`config.mk`:
```
export PLATFORM = sky130hd
export DESIGN_NAME = gnta_dist
export DESIGN_NICKNAME = d
export VERILOG_FILES = /design/src/rtl/core/gnta_pkg.sv /design/src/rtl/core/gnta_dist.sv
export SDC_FILE = /design/constraint.sdc
export NUM_CORES = 2
export LEC_CHECK = 0
export BUFFER_PORTS_ARGS = -buffer_cell sky130_fd_sc_hd__buf_4
export CORE_UTILIZATION = 57
export CTS_CLUSTER_DIAMETER = 150
export DETAILED_ROUTE_END_ITERATION = 6
export GPL_TIMING_DRIVEN = 0
export PLACE_DENSITY = 0.82
export SETUP_SLACK_MARGIN = 0.5
export SYNTH_ARGS = -nofsm -noshare
export SYNTH_HDL_FRONTEND = slang
export SYNTH_SLANG_ARGS = --single-unit
```
`constraint.sdc`:
```
create_clock -name clock -period 16.3 [get_ports clock]
set_input_delay 4.89 -clock clock [delete_from_list [all_inputs] [get_ports clock]]
set_output_delay 4.89 -clock clock [all_outputs]
set_load 0.02 [all_outputs]
```
`src/rtl/core/gnta_pkg.sv`:
```
package gnta_pkg;

   localparam int unsigned TRACK_SLOTS_DEF = 64;
   localparam int unsigned ID_W = 31;
   localparam int unsigned POS_W = 18;
   localparam int unsigned KIND_W = 4;
   localparam int unsigned TIME_W = 32;
   localparam int unsigned RADIUS_W = 16;
   localparam int unsigned DIST_W = 39;
   localparam logic [ID_W-1:0] ID_MAX = {ID_W{1'b1}};
   localparam logic [RADIUS_W-1:0] RADIUS_RST = 16'd300;
   localparam logic [TIME_W-1:0] EXPIRY_RST = 32'd1000;

   localparam logic CSR_MATCH_RADIUS = 1'b0;
   localparam logic CSR_EXPIRY_TIME = 1'b1;

   typedef enum logic [2:0] {
      ST_IDLE,
      ST_MATCH,
      ST_SPLIT,
      ST_WRITE,
      ST_EXPIRE,
      ST_CLEAR
   } state_type;

   typedef struct packed {
      logic [POS_W-1:0]  x;
      logic [POS_W-1:0]  y;
      logic [KIND_W-1:0] kind;
      logic [TIME_W-1:0] seen;
      logic [ID_W-1:0]   id;
   } slot_type;

endpackage

```
`src/rtl/core/gnta_dist.sv`:
```
// Squared distance of a stored track from the obstacle, registered in two stages.
module gnta_dist (
   input  logic                            clock,
   input  logic signed [gnta_pkg::POS_W-1:0] ax,
   input  logic signed [gnta_pkg::POS_W-1:0] ay,
   input  logic signed [gnta_pkg::POS_W-1:0] bx,
   input  logic signed [gnta_pkg::POS_W-1:0] by,
   output logic [gnta_pkg::DIST_W-1:0]     sq_dist
);
   logic [gnta_pkg::POS_W:0] dx_in, dy_in;
   logic [gnta_pkg::POS_W:0] dx_ff, dy_ff;
   logic signed [gnta_pkg::POS_W:0] sx, sy;
   logic [2*gnta_pkg::POS_W+1:0] qx, qy;

   always_comb begin
      sx = {ax[gnta_pkg::POS_W-1], ax} - {bx[gnta_pkg::POS_W-1], bx};
      sy = {ay[gnta_pkg::POS_W-1], ay} - {by[gnta_pkg::POS_W-1], by};
      dx_in = sx[gnta_pkg::POS_W] ? 19'(-sx) : 19'(sx);
      dy_in = sy[gnta_pkg::POS_W] ? 19'(-sy) : 19'(sy);
      qx = dx_ff * dx_ff;
      qy = dy_ff * dy_ff;
   end

   always_ff @(posedge clock) begin
      dx_ff <= dx_in;
      dy_ff <= dy_in;
      sq_dist <= gnta_pkg::DIST_W'({1'b0, qx} + {1'b0, qy});
   end
endmodule

```
==> metrics <==
Crit Path Category=flip-flop to flip-flop; setup tns final=0 ns; biggest area consumer among synthesized cells=fa_1; crit path max fanout=10; die footprint=44410 um^2; Iter 0 DRT Violations=1105; ANT nets after route=0; Register-to-Register Setup Slack=7.07 ns; Die Span X=210.7 um; # hold bufs at CTS=0; number of flops mapped to enable cells by yosys=0; Slew @ Worst Pin=0.8412 ns; clock skew=0.01386 ns; final worst path period share=56.64%; Slew Limit Fails=0; Cell Area, Synth=24840 um^2; Min-Delay Path Class=flip-flop to flip-flop; routability cong.=0.9666; CTS clk-pin slew, worst paths=0.08 ns; I/O Pins=112; unrepaired setup endpoints after global routing=false; IO buf count=111; WL/cell=17.90 um; final worst path period need=9.233 ns; Clock Sinks=77; synth warn=0; most frequent cell after synthesis=inv_1; slowest stage delay, CP=0.71 ns; DR DRC count=0; MaxCap Viol Count=0; final hold vios=0; CTS resizes=0; CP max stage cell=o41ai_1; CTS root buf=clkbuf_16; Post-synth top flop=dfxtp_1; WL final=61420 um; outcome=completed; most common cell type on the critical path=fa_1; Synth Net Count=3619; Skew-Pair Late Insertion Delay=0.39 ns; initial antenna violation count=0; setup bufs post-CTS=0; synth-to-layout area growth=7.435%; vias per std cell=5.374; synth cell count leaders=inv_1, fa_1, ha_1; crit end category=flip-flop; number of global-route vias before repair=20045; Req. time, crit path=16.62 ns; critical path arrival=9.55 ns; grt ovf=0; top area cells in the synthesized netlist=fa_1, inv_1, ha_1, dfxtp_1, nand2_1; startpoint types=flip-flop; Slew HR=43.92%; largest net degree at the start of global routing=16; ys async rst share=0%; sequential fraction of the synthesis area=6.206%; GRT Util Overall=29.47%; Antenna Cells=0; filler cell count=3595; post-synth cell types=61; H-tree levels=3; Max Freq=108.3 MHz; Mapped Cells=2720; clk buf depth=2; Synth Area per Inst=9.131 um^2; Die Height=210.7 um; CTS tree=done; DR pass1 iterations=5; DR vias=18443; Core Rows=76; Core Area=42980 um^2; Final Setup Violations=0; Final HPWL DP=53660 um; post-synth top area share=46.18%; # nets final=3741; FF+latch count, synth=77; initial core utilization=57.79%; CTS Buf Count=9; first-pass GRT wire length=98750 um; share of cells above drive strength 1=5.234%
==> worst max-delay path: cells and delay by family (launching register included) <==
family | cells | cell delay [ns]
buf+inv | 7 | 1.41
flops | 1 | 0.39
xor+xnor | 1 | 0.13
simple gates | 2 | 0.58
fa+ha+maj | 9 | 4.41
compound gates | 7 | 2.21
==> through the flow <==
step	util, %	instance area [um^2]	setup WS [ns]	std cells	hold WS [ns]
after floorplan	-	24840	8.100	2720	0.4534
after global placement	61.43	26400	7.354	3416	0.6451
after detailed placement	61.43	26400	7.266	3416	0.6654
after CTS	62.08	26680	7.158	3432	0.6668
after global routing	62.08	26680	6.666	3432	0.6586
final	62.08	26680	7.067	3432	0.6542
==> sequential cells by signal (all words and copies together), names as in the netlist <==
signal and flops:
sq_dist 39, dx_ff 19, dy_ff 19
==> metal layers <==
layer,GRT usage (%),routed length (um),vias to the layer above
met5,0,0,-
met4,17.74,3875,0
met3,5.085,4225,199
met2,51.31,31770,686
met1,34.03,21550,9360
li1,-,-,8198
==> final cells by class <==
class / instances / area (um^2) / share of cell area (%)
buffer: 76 / 285.3 / 1.069
clock buffer: 9 / 225.2 / 0.8440
clock inverter: 7 / 56.30 / 0.2110
inverter: 848 / 3183 / 11.93
multi-input combinational: 1719 / 19830 / 74.31
sequential: 77 / 1541 / 5.777
tap: 585 / 732.0 / 2.743
timing repair buffer: 111 / 833.3 / 3.123
==> cells in the final DEF, fill, tap and decap left out, types with 33 or more instances in the layout <==
cell        n
inv_1     848
fa_1      573
ha_1      253
nand2_1   247
and2_1    126
buf_4     111
xnor2_1    81
nor2_1     77
dfxtp_1    77
clkbuf_1   75
a21oi_1    62
o21ai_0    47
xor2_1     33
==> kinds of logic (layout without fill, tap and decap cells) <==
logic type,after synthesis,after routing,synth area share [%]
compound gates,232,232,6.161
xor+xnor,114,114,4.020
fa+ha+maj,826,826,58.93
buf+inv,924,1051,13.96
flops,77,77,6.206
mux,7,7,0.3022
simple gates,540,540,10.42
==> final timing paths <==
check | startpoint | endpoint | depth (start not counted)
max | dy_ff[4] | sq_dist[37] | 26
min | dx_ff[0] | sq_dist[0] | 1
max reg2reg | dy_ff[4] | sq_dist[37] | 26
min reg2reg | dx_ff[0] | sq_dist[0] | 1
Power is left out: the tool's default activity adds up to more than one toggle a clock period on the data nets, which glitch-free logic cannot reach.
